## config.mk

```make
export PLATFORM = sky130hd
export DESIGN_NAME = midi_encoder_step_decoder_top
export DESIGN_NICKNAME = d
export VERILOG_FILES = /design/src/hw/rtl/mesd_pkg.sv /design/src/hw/rtl/midi_encoder_step_decoder_top.sv
export VERILOG_INCLUDE_DIRS = /design/src /design/src/hw/rtl
export SDC_FILE = /design/constraint.sdc
export NUM_CORES = 1
export LEC_CHECK = 0
export BUFFER_PORTS_ARGS = -buffer_cell sky130_fd_sc_hd__buf_4
export CORE_MARGIN = 2
export CORE_UTILIZATION = 45
export DETAILED_ROUTE_END_ITERATION = 10
export SLEW_MARGIN = 10
export SYNTH_ARGS = -nofsm -noshare
export SYNTH_HDL_FRONTEND = slang
export SYNTH_SLANG_ARGS = --single-unit
```

## constraint.sdc

```tcl
create_clock -name aclk -period 7.3 [get_ports aclk]
set_input_delay 1.825 -clock aclk [delete_from_list [all_inputs] [get_ports aclk]]
set_output_delay 1.825 -clock aclk [all_outputs]
set_load 0.02 [all_outputs]
```

## src/hw/rtl/midi_encoder_step_decoder_top_defines.svh

```systemverilog
// assertion macros for the midi encoder step decoder
// used by midi_encoder_step_decoder_top; clocked on aclk, reset by aresetn
`ifndef MIDI_ENCODER_STEP_DECODER_TOP_DEFINES_SVH
`define MIDI_ENCODER_STEP_DECODER_TOP_DEFINES_SVH

`ifndef SYNTHESIS

// checked only outside reset
`define MESD_ASSERT(lbl, prop) \
    lbl: assert property (@(posedge aclk) disable iff (!aresetn) (prop)) \
        else $error("mesd assertion failed");

// checked at every edge, reset included
`define MESD_ASSERT_ALWAYS(lbl, prop) \
    lbl: assert property (@(posedge aclk) (prop)) \
        else $error("mesd assertion failed");

`else

`define MESD_ASSERT(lbl, prop)
`define MESD_ASSERT_ALWAYS(lbl, prop)

`endif

`endif

```

## src/hw/rtl/mesd_pkg.sv

```systemverilog
// types and constants for the midi encoder step decoder
// no dependencies
`timescale 1ns / 1ps

package mesd_pkg;

    typedef enum logic [1:0] {
        ACT_NONE = 2'd0,
        ACT_UP   = 2'd1,
        ACT_DOWN = 2'd2
    } action_t;

    localparam logic [1:0] MODE_RELATIVE = 2'd0;
    localparam logic [1:0] MODE_RANGE    = 2'd1;
    localparam logic [1:0] MODE_FIXED    = 2'd2;

    localparam logic [2:0] CFG_DECODE_MODE    = 3'd0;
    localparam logic [2:0] CFG_PRESCALE_DELAY = 3'd1;
    localparam logic [2:0] CFG_CODE_LOW       = 3'd2;
    localparam logic [2:0] CFG_CODE_HIGH      = 3'd3;
    localparam logic [2:0] CFG_UP_STEPS       = 3'd4;
    localparam logic [2:0] CFG_DOWN_STEPS     = 3'd5;
    localparam logic [2:0] CFG_VALUE_FLOOR    = 3'd6;
    localparam logic [2:0] CFG_VALUE_CEILING  = 3'd7;

    localparam logic [6:0] REL_CENTER    = 7'd64;
    localparam logic [6:0] REL_FAST_DOWN = 7'd61;
    localparam logic [6:0] REL_FAST_UP   = 7'd68;

    localparam logic signed [31:0] Q_MIN = 32'sh8000_0000;
    localparam logic signed [31:0] Q_MAX = 32'sh7fff_ffff;

    localparam int IN_DATA_W  = 40;
    localparam int OUT_DATA_W = 40;
    localparam int CFG_DATA_W = 64;
    localparam int CFG_IDX_W  = 3;

endpackage

```

## src/hw/rtl/midi_encoder_step_decoder_top.sv

```systemverilog
// midi encoder step decoder: decode stage and step/clamp stage with output register
// depends on mesd_pkg and midi_encoder_step_decoder_top_defines.svh
`timescale 1ns / 1ps
`include "midi_encoder_step_decoder_top_defines.svh"

// Takes one controller word per cycle and returns exactly one result word for each,
// in order. The first stage applies the layer match, the prescaler and the mode decode
// and updates the decoder state; the second adds the chosen Q16.16 step, saturates and
// clamps into the output register. Throughput is one word per clock as long as m_tready
// stays high; a stall holds both stages and drops s_tready once they are full.
// Configuration is written through cfg_we, cfg_index and cfg_wdata and should only
// change while no word is in flight.
module midi_encoder_step_decoder_top (
    input  logic                                aclk,
    input  logic                                aresetn,
    // configuration write port
    input  logic                                cfg_we,
    input  logic [mesd_pkg::CFG_IDX_W-1:0]      cfg_index,
    input  logic [mesd_pkg::CFG_DATA_W-1:0]     cfg_wdata,
    // input stream
    input  logic                                s_tvalid,
    output logic                                s_tready,
    input  logic [mesd_pkg::IN_DATA_W-1:0]      s_tdata,  // code[6:0], current_value[38:7], zero
    input  logic                                s_tuser,  // layer_ok[0]
    // result stream
    output logic                                m_tvalid,
    input  logic                                m_tready,
    output logic [mesd_pkg::OUT_DATA_W-1:0]     m_tdata   // action[1:0], fast[2], new_value[34:3], zero
);
    import mesd_pkg::*;

    // configuration
    logic [1:0]         decode_mode_reg;
    logic signed [8:0]  prescale_delay_reg;
    logic [6:0]         code_low_reg;
    logic [6:0]         code_high_reg;
    logic [63:0]        up_steps_reg;
    logic [63:0]        down_steps_reg;
    logic signed [31:0] value_floor_reg;
    logic signed [31:0] value_ceiling_reg;

    // decoder state
    logic [7:0] skip_count_reg, skip_count_next;
    logic       prev_seen_reg, prev_seen_next;
    logic [6:0] prev_code_reg, prev_code_next;

    // decode stage
    logic               s1_valid_reg;
    action_t            s1_action_reg;
    logic               s1_fast_reg;
    logic signed [31:0] s1_step_reg;
    logic signed [31:0] s1_cur_reg;

    // output register
    logic               out_valid_reg;
    action_t            out_action_reg;
    logic               out_fast_reg;
    logic signed [31:0] out_value_reg;

    logic               s_accept;
    logic               out_load;
    logic [6:0]         in_code;
    logic signed [31:0] in_cur;
    logic               go;
    action_t            dec_action;
    logic               dec_fast;
    logic signed [31:0] dec_step;
    logic signed [32:0] sum;
    logic signed [31:0] sat_value;
    logic signed [31:0] step_value;

    assign in_code = s_tdata[6:0];
    assign in_cur  = s_tdata[38:7];

    assign out_load = s1_valid_reg && (!out_valid_reg || m_tready);
    assign s_tready = !s1_valid_reg || out_load;
    assign s_accept = s_tvalid && s_tready;

    always_ff @(posedge aclk) begin
        if (!aresetn) begin
            decode_mode_reg    <= MODE_RELATIVE;
            prescale_delay_reg <= -9'sd1;
            code_low_reg       <= 7'd0;
            code_high_reg      <= 7'd127;
            up_steps_reg       <= 64'd0;
            down_steps_reg     <= 64'd0;
            value_floor_reg    <= Q_MIN;
            value_ceiling_reg  <= Q_MAX;
        end else if (cfg_we) begin
            case (cfg_index)
                CFG_DECODE_MODE:    decode_mode_reg    <= cfg_wdata[1:0];
                CFG_PRESCALE_DELAY: prescale_delay_reg <= cfg_wdata[8:0];
                CFG_CODE_LOW:       code_low_reg       <= cfg_wdata[6:0];
                CFG_CODE_HIGH:      code_high_reg      <= cfg_wdata[6:0];
                CFG_UP_STEPS:       up_steps_reg       <= cfg_wdata;
                CFG_DOWN_STEPS:     down_steps_reg     <= cfg_wdata;
                CFG_VALUE_FLOOR:    value_floor_reg    <= cfg_wdata[31:0];
                CFG_VALUE_CEILING:  value_ceiling_reg  <= cfg_wdata[31:0];
                default: ;
            endcase
        end
    end

    // layer match, prescaler and mode decode
    always_comb begin
        go              = s_tuser;
        dec_action      = ACT_NONE;
        dec_fast        = 1'b0;
        skip_count_next = skip_count_reg;
        prev_seen_next  = prev_seen_reg;
        prev_code_next  = prev_code_reg;

        if (go && !prescale_delay_reg[8]) begin
            if (skip_count_reg < prescale_delay_reg[7:0]) begin
                skip_count_next = skip_count_reg + 8'd1;
                go              = 1'b0;
            end else begin
                skip_count_next = 8'd0;
            end
        end

        if (go) begin
            case (decode_mode_reg)
                MODE_RELATIVE: begin
                    if (in_code < REL_CENTER) begin
                        dec_action = ACT_DOWN;
                        dec_fast   = in_code < REL_FAST_DOWN;
                    end else if (in_code > REL_CENTER) begin
                        dec_action = ACT_UP;
                        dec_fast   = in_code > REL_FAST_UP;
                    end
                end
                MODE_RANGE: begin
                    // the first word only primes the previous code
                    if (!prev_seen_reg) begin
                        prev_seen_next = 1'b1;
                    end else if (in_code == code_low_reg) begin
                        dec_action = ACT_DOWN;
                    end else if (in_code == code_high_reg) begin
                        dec_action = ACT_UP;
                    end else if (in_code > prev_code_reg) begin
                        dec_action = ACT_UP;
                    end else begin
                        dec_action = ACT_DOWN;
                    end
                    prev_code_next = in_code;
                end
                MODE_FIXED: begin
                    if (in_code == code_low_reg) begin
                        dec_action = ACT_DOWN;
                    end else if (in_code == code_high_reg) begin
                        dec_action = ACT_UP;
                    end
                end
                default: ;
            endcase
        end

        case (dec_action)
            ACT_UP:   dec_step = dec_fast ? up_steps_reg[63:32] : up_steps_reg[31:0];
            ACT_DOWN: dec_step = dec_fast ? down_steps_reg[63:32] : down_steps_reg[31:0];
            default:  dec_step = 32'sd0;
        endcase
    end

    always_ff @(posedge aclk) begin
        if (!aresetn) begin
            skip_count_reg <= 8'd0;
            prev_seen_reg  <= 1'b0;
            prev_code_reg  <= 7'd0;
            s1_valid_reg   <= 1'b0;
        end else begin
            if (s_tready) begin
                s1_valid_reg <= s_tvalid;
            end
            if (s_accept) begin
                skip_count_reg <= skip_count_next;
                prev_seen_reg  <= prev_seen_next;
                prev_code_reg  <= prev_code_next;
            end
        end
    end

    always_ff @(posedge aclk) begin
        if (s_accept) begin
            s1_action_reg <= dec_action;
            s1_fast_reg   <= dec_fast;
            s1_step_reg   <= dec_step;
            s1_cur_reg    <= in_cur;
        end
    end

    // add, saturate to 32 bits, then clamp on the side of the step's sign
    assign sum = {s1_cur_reg[31], s1_cur_reg} + {s1_step_reg[31], s1_step_reg};

    always_comb begin
        if (sum > 33'sh0_7fff_ffff) begin
            sat_value = Q_MAX;
        end else if (sum < -33'sh0_8000_0000) begin
            sat_value = Q_MIN;
        end else begin
            sat_value = sum[31:0];
        end

        if (s1_action_reg == ACT_NONE) begin
            step_value = s1_cur_reg;
        end else if (s1_step_reg[31]) begin
            step_value = (sat_value < value_floor_reg) ? value_floor_reg : sat_value;
        end else begin
            step_value = (sat_value > value_ceiling_reg) ? value_ceiling_reg : sat_value;
        end
    end

    always_ff @(posedge aclk) begin
        if (!aresetn) begin
            out_valid_reg <= 1'b0;
        end else if (!out_valid_reg || m_tready) begin
            out_valid_reg <= s1_valid_reg;
        end
    end

    always_ff @(posedge aclk) begin
        if (out_load) begin
            out_action_reg <= s1_action_reg;
            out_fast_reg   <= s1_fast_reg;
            out_value_reg  <= step_value;
        end
    end

    assign m_tvalid = out_valid_reg;
    assign m_tdata  = {5'd0, out_value_reg, out_fast_reg, out_action_reg};

    `MESD_ASSERT_ALWAYS(a_reset_empties, !aresetn |=> !out_valid_reg && !s1_valid_reg)
    `MESD_ASSERT(a_fast_needs_action,
        out_valid_reg && out_fast_reg |-> out_action_reg != ACT_NONE)
    `MESD_ASSERT(a_idle_keeps_value,
        out_load && s1_action_reg == ACT_NONE |=> out_value_reg == $past(s1_cur_reg))
    `MESD_ASSERT(a_primed_stays, prev_seen_reg |=> prev_seen_reg)

endmodule
```

# Word level (Yosys, flattened, before mapping)
# Index checks and enable logic that the tools add are counted.
[totals] inputBits=113 elab_cells=92 out_inout_bits=42 reg_bits=337
[op_classes] order_cmp=10 add_sub_neg=2 n_mux=26 reduce_logical=21 eq_ne=13
[ops] operator="2-to-1 mux 32 bit" count=8
[ops] operator="case mux 32 bit (2 select lines)" count=1
[ops] operator="adder 32 x 32 -> 33 bit" count=1
[ops] operator="> comparator 33 x 32 -> 1 bit (second input constant)" count=1
[ops] operator="< comparator 33 x 32 -> 1 bit (second input constant)" count=1
[ops] operator="> comparator 32 bit" count=1
[ops] operator="< comparator 32 bit" count=1
[ops] operator="AND reduction 2 bit" count=9
[ops] operator="equality test 7 bit" count=2
[ops] operator="> comparator 7 bit (second input constant)" count=2
[ops] operator="2-to-1 mux 2 bit" count=7
[ops] operator="equality test 3 bit (second input constant)" count=4
[ops] operator="adder 8 x 1 -> 8 bit (second input constant)" count=1
[ops] operator="< comparator 8 bit" count=1
[ops] operator="2-to-1 mux 1 bit" count=8
[ops] operator="2-to-1 mux 8 bit" count=1
[ops] operator="> comparator 7 bit" count=1
[ops] operator="< comparator 7 x 6 -> 1 bit (second input constant)" count=1
[ops] operator="< comparator 7 bit (second input constant)" count=1
[ops] operator="equality test 3 x 2 -> 1 bit (second input constant)" count=2
[ops] operator="case mux 2 bit (3 select lines)" count=1
[ops] operator="equality test 2 x 1 -> 1 bit (second input constant)" count=2
[ops] operator="equality test 2 bit (second input constant)" count=2
[ops] operator="zero test 2 bit" count=2
[ops] operator="6 further kinds" count=11

# Depth between registers and ports, before layout
# Gate-level depths: netlist of the first run.
[logic_depth] word_depth=9 depth_mapped=28 ltp_nobuf=24

# Least setup slack after synthesis of the first run
# OpenSTA, ideal clock, no wires.
[synth_path] kind="reg-to-reg" from="register s1_cur_reg[0]" to="register out_value_reg[28] (data pin)" slack_ns=1.574 t_required_ns=7.039 path_stages_with_launch=24 setup_ns=0.261 arrival_time_ns=5.465 synth_period_minus_slack_ns=5.726 n_path_buf=2 cell_sequence="edfxtp_1 ha_1 inv_1 fa_1 nand2b_1 a21oi_1 a221oi_2 o41ai_2 a31o_1 buf_2 nor2_1 buf_2 o21ai_0 ha_1 a211oi_1 o21ai_1 a221oi_1 o211ai_1 or4_1 a211oi_2 o21ai_2 o31ai_4 mux2_1 a221o_1"
[synth_between] elab_chain_len=8 elab_cells_between_ends=11 classes_between="add/sub: 1; order compare: 4; mux: 6"
[synth_lines] element="from (decl)" line="midi_encoder_step_decoder_top.sv:52" text="logic signed [31:0] s1_cur_reg;"
[synth_lines] element="from (signal assigned)" line="midi_encoder_step_decoder_top.sv:189" text="s1_cur_reg <= in_cur;"
[synth_lines] element="adder 32 x 32 -> 33 bit (*)" line="midi_encoder_step_decoder_top.sv:194" text="assign sum = {s1_cur_reg[31], s1_cur_reg} + {s1_step_reg[31], s1_step_reg};"
[synth_lines] element="< comparator 33 x 32 -> 1 bit" line="midi_encoder_step_decoder_top.sv:199" text="end else if (sum < -33'sh0_8000_0000) begin"
[synth_lines] element="2-to-1 mux 32 bit" line="midi_encoder_step_decoder_top.sv:199"
[synth_lines] element="2-to-1 mux 32 bit (*)" line="midi_encoder_step_decoder_top.sv:197" text="if (sum > 33'sh0_7fff_ffff) begin"
[synth_lines] element="> comparator 32 bit / < comparator 32 bit (equally long branches)" line="midi_encoder_step_decoder_top.sv:210, midi_encoder_step_decoder_top.sv:208"
[synth_lines] element="2-to-1 mux 32 bit (on tied branches)" line="midi_encoder_step_decoder_top.sv:210, midi_encoder_step_decoder_top.sv:208"
[synth_lines] element="2-to-1 mux 32 bit (*)" line="midi_encoder_step_decoder_top.sv:207" text="end else if (s1_step_reg[31]) begin"
[synth_lines] element="2-to-1 mux 32 bit (*)" line="midi_encoder_step_decoder_top.sv:205" text="if (s1_action_reg == ACT_NONE) begin"
[synth_lines] element="net step_value[28]" line="midi_encoder_step_decoder_top.sv:70" text="logic signed [31:0] step_value;"
[synth_lines] element="to (signal assigned)" line="midi_encoder_step_decoder_top.sv:226" text="out_value_reg <= step_value;"
[synth_lines] element="to (decl)" line="midi_encoder_step_decoder_top.sv:58" text="logic signed [31:0] out_value_reg;"
# Mark *: on every way through the listed nets, which the timed path passes. The rest lies on a longest branch.
# A chain may end at the register's enable or synchronous reset.

# Worst setup path after layout of the first run
[layout_path] from="register s1_cur_reg[0]" to="register out_value_reg[0] (data pin)"
[layout_between] elab_chain_len=8 elab_cells_between_ends=11 classes_between="add/sub: 1; order compare: 4; mux: 6"
[layout_lines] element="adder 32 x 32 -> 33 bit" line="midi_encoder_step_decoder_top.sv:194"
[layout_lines] element="< comparator 33 x 32 -> 1 bit" line="midi_encoder_step_decoder_top.sv:199"
[layout_lines] element="2-to-1 mux 32 bit" line="midi_encoder_step_decoder_top.sv:199"
[layout_lines] element="2-to-1 mux 32 bit" line="midi_encoder_step_decoder_top.sv:197"
[layout_lines] element="> comparator 32 bit / < comparator 32 bit (equally long branches)" line="midi_encoder_step_decoder_top.sv:210, midi_encoder_step_decoder_top.sv:208"
[layout_lines] element="2-to-1 mux 32 bit (on tied branches)" line="midi_encoder_step_decoder_top.sv:210, midi_encoder_step_decoder_top.sv:208"
[layout_lines] element="2-to-1 mux 32 bit" line="midi_encoder_step_decoder_top.sv:207"
[layout_lines] element="2-to-1 mux 32 bit (*)" line="midi_encoder_step_decoder_top.sv:205"
[layout_lines] element="net step_value[0]" line="midi_encoder_step_decoder_top.sv:70"
# Marked as above.

==> results of run 1 <==
synthesized netlist by cell type (5+ instances only):
cell      instances
a211oi_1         13
a21boi_0        163
a21o_1           14
a21oi_1          93
a221oi_1          5
a31oi_1           8
and2_1            7
buf_2            18
buf_4             6
clkbuf_1         97
dfxtp_1         235
edfxtp_1        102
ha_1            112
inv_1            99
mux2_2            6
mux2i_1          98
nand2_1         449
nand2b_1         16
nand3_1          31
nand4_1          24
nor2_1           60
nor2b_1          27
nor3_1           16
nor4_1            5
o211ai_1         46
o21a_1           15
o21ai_0          49
o21ai_1          42
o21bai_1          8
o221ai_1          5
o22ai_1          41
xnor2_1          26
xor2_1           23
worst register-to-register path, stage by stage (launching register included):
cell and delay, ns:
edfxtp_1 0.37, ha_1 0.23, inv_1 0.07, fa_1 0.40
nand2b_1 0.18, a21oi_1 0.33, a221oi_2 0.14, o41ai_2 0.50
a31o_1 0.37, nor2_1 0.11, buf_4 0.21, o21ai_0 0.29
ha_1 0.31, a211oi_1 0.26, o21ai_1 0.10, a221oi_1 0.29
o211ai_1 0.25, or4_1 0.61, a211oi_2 0.37, o21ai_2 0.13
o31ai_4 0.13, buf_4 0.32, nor2_1 0.07, a21oi_1 0.14
o221ai_1 0.19
power groups by stage:
| stage | registers, µW | logic (µW) | clock network (µW) |
|---|---|---|---|
| 5_1_grt | 2060 | 1240 | 2050 |
| 2_1_floorplan | 2100 | 698 | 0 |
| 4_1_cts | 2060 | 1110 | 1980 |
| 6_report | 2060 | 1120 | 1940 |
| 3_3_place_gp | 2100 | 1100 | 0 |
| 3_5_place_dp | 2100 | 1110 | 0 |
path summary, 6_finish.rpt:
kind / endpoint / slack (ns) / depth (start not counted)
worst max-delay path: out_value_reg[0] / 0.59 / 24
worst min-delay path: out_fast_reg / 0.42 / 0
worst max register to register: out_value_reg[0] / 0.59 / 24
worst min register to register: out_fast_reg / 0.42 / 0
cells by family (layout without fill, tap and decap cells):
| logic type | Yosys count | count (layout) | synth area share, % |
|---|---|---|---|
| AO/OA/AOI/OAI | 539 | 539 | 20.1 |
| multiplexers | 105 | 105 | 5.87 |
| XOR/XNOR | 49 | 49 | 2.38 |
| flip-flops | 337 | 337 | 43.1 |
| AND/OR/NAND/NOR | 661 | 661 | 15.7 |
| adder cells (fa/ha/maj) | 115 | 115 | 7.99 |
| buffers and inverters | 222 | 366 | 4.91 |
| other | 1 | 5 | 0.0208 |
layer usage:
layer	share of wire, %	vias to the layer above
li1	-	7367
met1	51	7042
met2	42	332
met3	5.2	71
met4	2.5	0
met5	0	-
through the flow:
stage,power [µW],utilization [%],std cells
finish,5120,53.0,2702
detailed placement,3200,49.8,2632
global route,5350,53.0,2702
floorplan,2790,-,2033
global placement,3190,49.8,2632
CTS,5150,53.0,2702
area by class of cell:
type | instances | area (µm²) | area share (%)
clock buffers | 58 | 1130 | 5.37
multi-input cells | 1474 | 9460 | 45.0
inverters | 99 | 372 | 1.77
flip-flops and latches | 337 | 7770 | 37.0
well taps | 525 | 657 | 3.13
clock inverters | 12 | 134 | 0.637
repair buffers | 197 | 1490 | 7.10
layout by cell type (no fill, tap or decap), types with 11 or more instances in the layout:
cell type  count
nand2_1      448
dfxtp_1      235
buf_4        196
a21boi_0     163
ha_1         112
edfxtp_1     102
inv_1         99
mux2i_1       98
a21oi_1       93
nor2_1        57
o21ai_0       49
o211ai_1      46
o21ai_1       42
o22ai_1       41
clkbuf_16     39
nand3_1       30
xnor2_1       26
nor2b_1       26
nand4_1       24
xor2_1        23
nor3_1        15
o21a_1        15
nand2b_1      14
a21o_1        14
a211oi_1      13
clkbuf_1      11
==> summary.md, run 1 <==
| Metric | Value |
|---|---|
| Detail Placement HPWL | 37.7 mm |
| Max Fclk | 0.149 GHz |
| Slew Viols, Final | 0 |
| Cell Area, Placed | 19700 µm² |
| Setup Buffers After CTS | 0 |
| Clk pwr share | 37.9% |
| Area grow syn2layout | 16.5% |
| Setup WS pre-CTS | 0.589 ns |
| Die area | 41700 µm² |
| Die W | 204 µm |
| H-tree levels | 2 |
| Switching Share | 29.3% |
| CP max stage cell | or4_1 |
| Register area share after synthesis | 43.1% |
| Mapped cell area | 18000 µm² |
| Worst-Skew Late Latency | 0.57 ns |
| Fin. Hold Viols | 0 |
| Clk_skew | 0.0289 ns |
| Hold Slack | 0.421 ns |
| Share of the synthesized area in the top cell type | 26.1% |
| P_leak | 0.00831 µW |
| Critical path cell sequence | ha_1, inv_1, fa_1, nand2b_1, a21oi_1, a221oi_2, o41ai_2, a31o_1, nor2_1, buf_4, o21ai_0, ha_1, a211oi_1, o21ai_1, a221oi_1, o211ai_1, or4_1, a211oi_2, o21ai_2, o31ai_4, buf_4, nor2_1, a21oi_1, o221ai_1 |
| Worst EP required | 7.53 ns |
| Area leader, netlist | dfxtp_1 |
| Slew Limit Headroom | 21.2% |
| Setup crit start | s1_cur_reg[0] |
| Layout cell share with drive strength beyond 1 | 12.9% |
| Initial core utilization | 45.5% |
| Total global routing overflow | 0 |
| Design Area, Final | 21000 µm² |
| CTS max path bufs | 3 |
| Synth cell types | 75 |
| Largest net degree at the start of global routing | 134 |
| Worst hold start | s1_fast_reg |
| Vias in the first global route | 14412 |
| Initial DRC Count | 1102 |
| GR Layer Usage met1 | 38.7% |
| Async SR Flop Fraction | 0% |
| Critical Path Fanout Max | 20 |
| Max IR drop VDD | 0.153 mV |
| Part of the power in combinational logic | 22.0% |
| Pre-antenna DRT Iters | 5 |
| Final #Nets | 2374 |
| Post-CTS Resized | 0 |
| CP Launch Type | flip-flop |
| Yosys reg bits | 337 |
| First-pass GRT wire length | 83.0 mm |
| # DRC | 0 |
| Setup CP Type | flip-flop to flip-flop |
| Mapped Cells | 2029 |
| Setup Viol. Count Final | 0 |
| Worst Max-Slew Pin Slew | 1.18 ns |
| CTS tree | built |
| GPL Wtd Cong | 0.930 |
| M2 GR Usage | 37.3% |
| Post-Route Setup TNS | 0 ns |
| Grt peak-use layer | met1 |
| Cell Pwr Density | 244 nW/µm² |
| Routed vias/inst | 5.48 |
| YS warnings | 0 |
| Number of CTS-inserted buffers | 39 |
| Critical Path AT | 6.94 ns |
| Io pins | 155 |
| Row cnt | 73 |
| P_int | 3620 µW |
| CP top delay family | compound AO/OA/AOI/OAI gates |
| Clock Sinks | 337 |
| RSZ-0062 raised after global routing | false |
| Synth top area cells | dfxtp_1 (26%), edfxtp_1 (17%), nand2_1 (9.3%), ha_1 (7.8%), a21boi_0 (6.8%) |
| Crit path buffers/inverters | 3 |
| Die H | 204 µm |
| Worst hold path class | flip-flop to flip-flop |
| Syn_area_per_cell | 8.89 µm² |
| Final period util | 91.9% |
| Post-DR wirelength/cell | 19.7 µm |
| PortBufs | 148 |
| Max-cap check violation count | 0 |
| Vias | 14812 |
| Clk pin slew, worst setup/hold paths | 0.06 ns |
| Tmin final | 6.71 ns |
| Number of enable flip-flop cells after synthesis | 102 |
| # hold bufs at CTS | 0 |
| Reg power frac | 40.2% |
| Main flop type after synthesis | dfxtp_1 |
| Crit end category | flip-flop |
| Routed Wire Length | 53.3 mm |
| CP max stage delay | 0.61 ns |
| Status | complete, no violations |
| Core Area | 39600 µm² |
| GR Util met3 | 3.91% |
| Worst setup margin | 0.590 ns |
| Fill cells | 3784 |
| Clock Root Buffer | clkbuf_16 |
| R2r startpoint | s1_cur_reg[0] |
| Antenna cells | 0 |
| Net Sw Power | 1500 µW |
| Antenna violations before repair | 0 |
| GRT Util Overall | 25.6% |
| Detail Route Antenna Nets | 0 |
No activity file was read; power rests on OpenSTA's default activity.
==> inputs of run 2 (changes only) <==
--- a/config.mk
+++ b/config.mk
@@ -7,6 +7,7 @@
 export NUM_CORES = 1
 export LEC_CHECK = 0
 export BUFFER_PORTS_ARGS = -buffer_cell sky130_fd_sc_hd__buf_4
+export CORE_ASPECT_RATIO = 0.9
 export CORE_MARGIN = 2
 export CORE_UTILIZATION = 45
 export DETAILED_ROUTE_END_ITERATION = 10
==> run 2 against run 1 <==
Net effect:
- non-clock buffer count is 2 higher
- critical path depth increased by 1
- register-to-register slack worse by 0.23 ns
- cell area barely moved
- die area barely moved
- count of clock-buffer cells in the layout down 6
- critical endpoint unchanged
==> summary.md, run 2 (synthesis results as in run 1) <==
| Metric | Value |
|---|---|
| Detail Placement HPWL | 38.0 mm (+0.66%) |
| Die area | 41700 µm² (about the same) |
| Largest net degree at the start of global routing | 87 (-35%) |
| Slew Limit Headroom | 23.1% (+2.0 points) |
| Part of the power in combinational logic | 22.6% (+0.6 points) |
| Worst hold path class | flip-flop to flip-flop |
| Final #Nets | 2374 (unchanged) |
| Final period util | 95.1% (+3.2 points) |
| Reg power frac | 40.6% (+0.4 points) |
| Initial core utilization | 45.6% (+0.12 points) |
| Max-cap check violation count | 0 (unchanged) |
| Die W | 215 µm (+5.3%) |
| Post-CTS Resized | 0 (unchanged) |
| Worst setup margin | 0.357 ns (-0.233 ns) |
| Max IR drop VDD | 0.152 mV (-1.3%) |
| Design Area, Final | 21000 µm² (about the same) |
| Critical Path AT | 7.18 ns (+0.24 ns) |
| Max Fclk | 0.144 GHz (-3.4%) |
| First-pass GRT wire length | 82.5 mm (-0.56%) |
| CTS max path bufs | 3 (unchanged) |
| # hold bufs at CTS | 0 (unchanged) |
| Power, Total | 5070 µW (-1.0%) |
| Setup Viol. Count Final | 0 (unchanged) |
| Clk pwr share | 36.8% (-1.1 points) |
| Crit end category | flip-flop |
| Number of CTS-inserted buffers | 37 (-5.1%) |
| Io pins | 155 (unchanged) |
| Antenna cells | 0 (unchanged) |
| CTS tree | built |
| Antenna violations before repair | 0 (unchanged) |
| Post-Route Setup TNS | 0 ns (unchanged) |
| Vias in the first global route | 14004 (-2.8%) |
| Commonest non-fill, non-tap cell in the layout | nand2_1 |
| GRT Util Overall | 25.2% (-0.37 points) |
| Most frequent cells in the layout | nand2_1 (448), dfxtp_1 (235), buf_4 (196) |
| Row cnt | 69 (-5.5%) |
| Clock Root Buffer | clkbuf_16 |
| Detail Route Antenna Nets | 0 (unchanged) |
| Switching Share | 29.8% (+0.44 points) |
| Die H | 194 µm (-5.0%) |
| Core Area | 39500 µm² (-0.25%) |
| Setup CP Type | flip-flop to flip-flop |
| P_leak | 0.00830 µW (-0.12%) |
| # DRC | 0 (unchanged) |
| Status | complete, no violations |
| P_int | 3560 µW (-1.6%) |
| Pre-antenna DRT Iters | 5 (unchanged) |
| Layout cell share with drive strength beyond 1 | 12.9% (+0.046 points) |
| Post-DR wirelength/cell | 19.7 µm (-0.25%) |
| Total global routing overflow | 0 (unchanged) |
| Setup Buffers After CTS | 0 (unchanged) |
| Clk pin slew, worst setup/hold paths | 0.06 ns (about the same) |
| Clock Sinks | 337 (unchanged) |
| Worst EP required | 7.53 ns (about the same) |
| Worst Max-Slew Pin Slew | 1.15 ns (-0.0293 ns) |
| Area grow syn2layout | 16.4% (about the same) |
| Worst-Skew Late Latency | 0.57 ns (about the same) |
| Fin. Hold Viols | 0 (unchanged) |
| Hold Slack | 0.417 ns (-0.00338 ns) |
| CP Launch Type | flip-flop |
| Routed Wire Length | 53.3 mm (about the same) |
| Setup WS pre-CTS | 0.497 ns (-0.0921 ns) |
| Net Sw Power | 1510 µW (+0.48%) |
| H-tree levels | 2 (unchanged) |
| Clk_skew | 0.0240 ns (-0.00491 ns) |
| RSZ-0062 raised after global routing | false |
| Initial DRC Count | 1204 (+9.3%) |
| PortBufs | 148 (unchanged) |
| Cell Area, Placed | 19800 µm² (+0.27%) |
| Cell Pwr Density | 241 nW/µm² (-1.0%) |
| Vias | 14922 (+0.74%) |
| Tmin final | 6.94 ns (+0.233 ns) |
| Routed vias/inst | 5.51 (+0.48%) |
| GPL Wtd Cong | 0.915 (-1.6%) |
| Slew Viols, Final | 0 (unchanged) |
| Critical Path Fanout Max | 28 (+40%) |
run 2: cell types whose count changed in the layout (fill, tap and decap cells not counted), moves of 2 or more:
cell and delta:
clkinv_2 +3, clkbuf_1 -3, buf_12 +2, clkbuf_8 -3
clkinv_1 +2
run 2: path summary, 6_finish.rpt:
path,from,endpoint,slack [ns],cells past startpoint
setup / recovery,s1_step_reg[0],out_value_reg[0],0.36,25
hold / removal,s1_fast_reg,out_fast_reg,0.42,0
setup reg to reg,s1_step_reg[0],out_value_reg[0],0.36,25
hold reg to reg,s1_fast_reg,out_fast_reg,0.42,0
run 2: area by class of cell:
type / instances / area, µm²
well taps: 532 / 666
inverters: 99 / 372
clock inverters: 16 / 129
repair buffers: 199 / 1530
flip-flops and latches: 337 / 7770
fillers: 3786 / 18500
multi-input cells: 1474 / 9470
clock buffers: 52 / 1070
run 2: layer usage:
metal / up-vias / GRT usage (%) / part of all wire (%)
met4: 0 / 6.13 / 1.8
met1: 7068 / 39.8 / 51
met5: - / 0 / 0
li1: 7366 / - / -
met3: 59 / 4.17 / 6.5
met2: 429 / 35.5 / 40
run 2: power by group through the flow:
stage	logic (µW)	clock network [µW]	registers [µW]
after floorplan	698	0	2100
after global placement	1110	0	2090
after detailed placement	1130	0	2100
after CTS	1130	1910	2060
after global routing	1270	1980	2060
final	1150	1860	2060
run 2: critical path, cell delays in order (launching register included):
cell and delay [ns]:
edfxtp_1 0.44, ha_1 0.29, inv_1 0.08, fa_1 0.41
nand2b_1 0.19, a21oi_1 0.30, a221oi_2 0.17, o41ai_2 0.52
a31o_1 0.40, nor2_1 0.15, buf_12 0.19, o21ai_0 0.30
ha_1 0.31, a211oi_1 0.29, o21ai_1 0.11, a221oi_1 0.29
o211ai_1 0.22, or4_1 0.60, a211oi_2 0.30, o21ai_2 0.12
o31ai_4 0.13, buf_4 0.25, buf_4 0.13, nor2_1 0.04
a21oi_1 0.14, o221ai_1 0.21
run 2: per-stage QoR:
step                utilization [%]  cells
floorplan                         -   2033
global placement               50.1   2641
detailed placement             50.1   2641
CTS                            53.1   2709
global route                   53.1   2709
finish                         53.1   2709
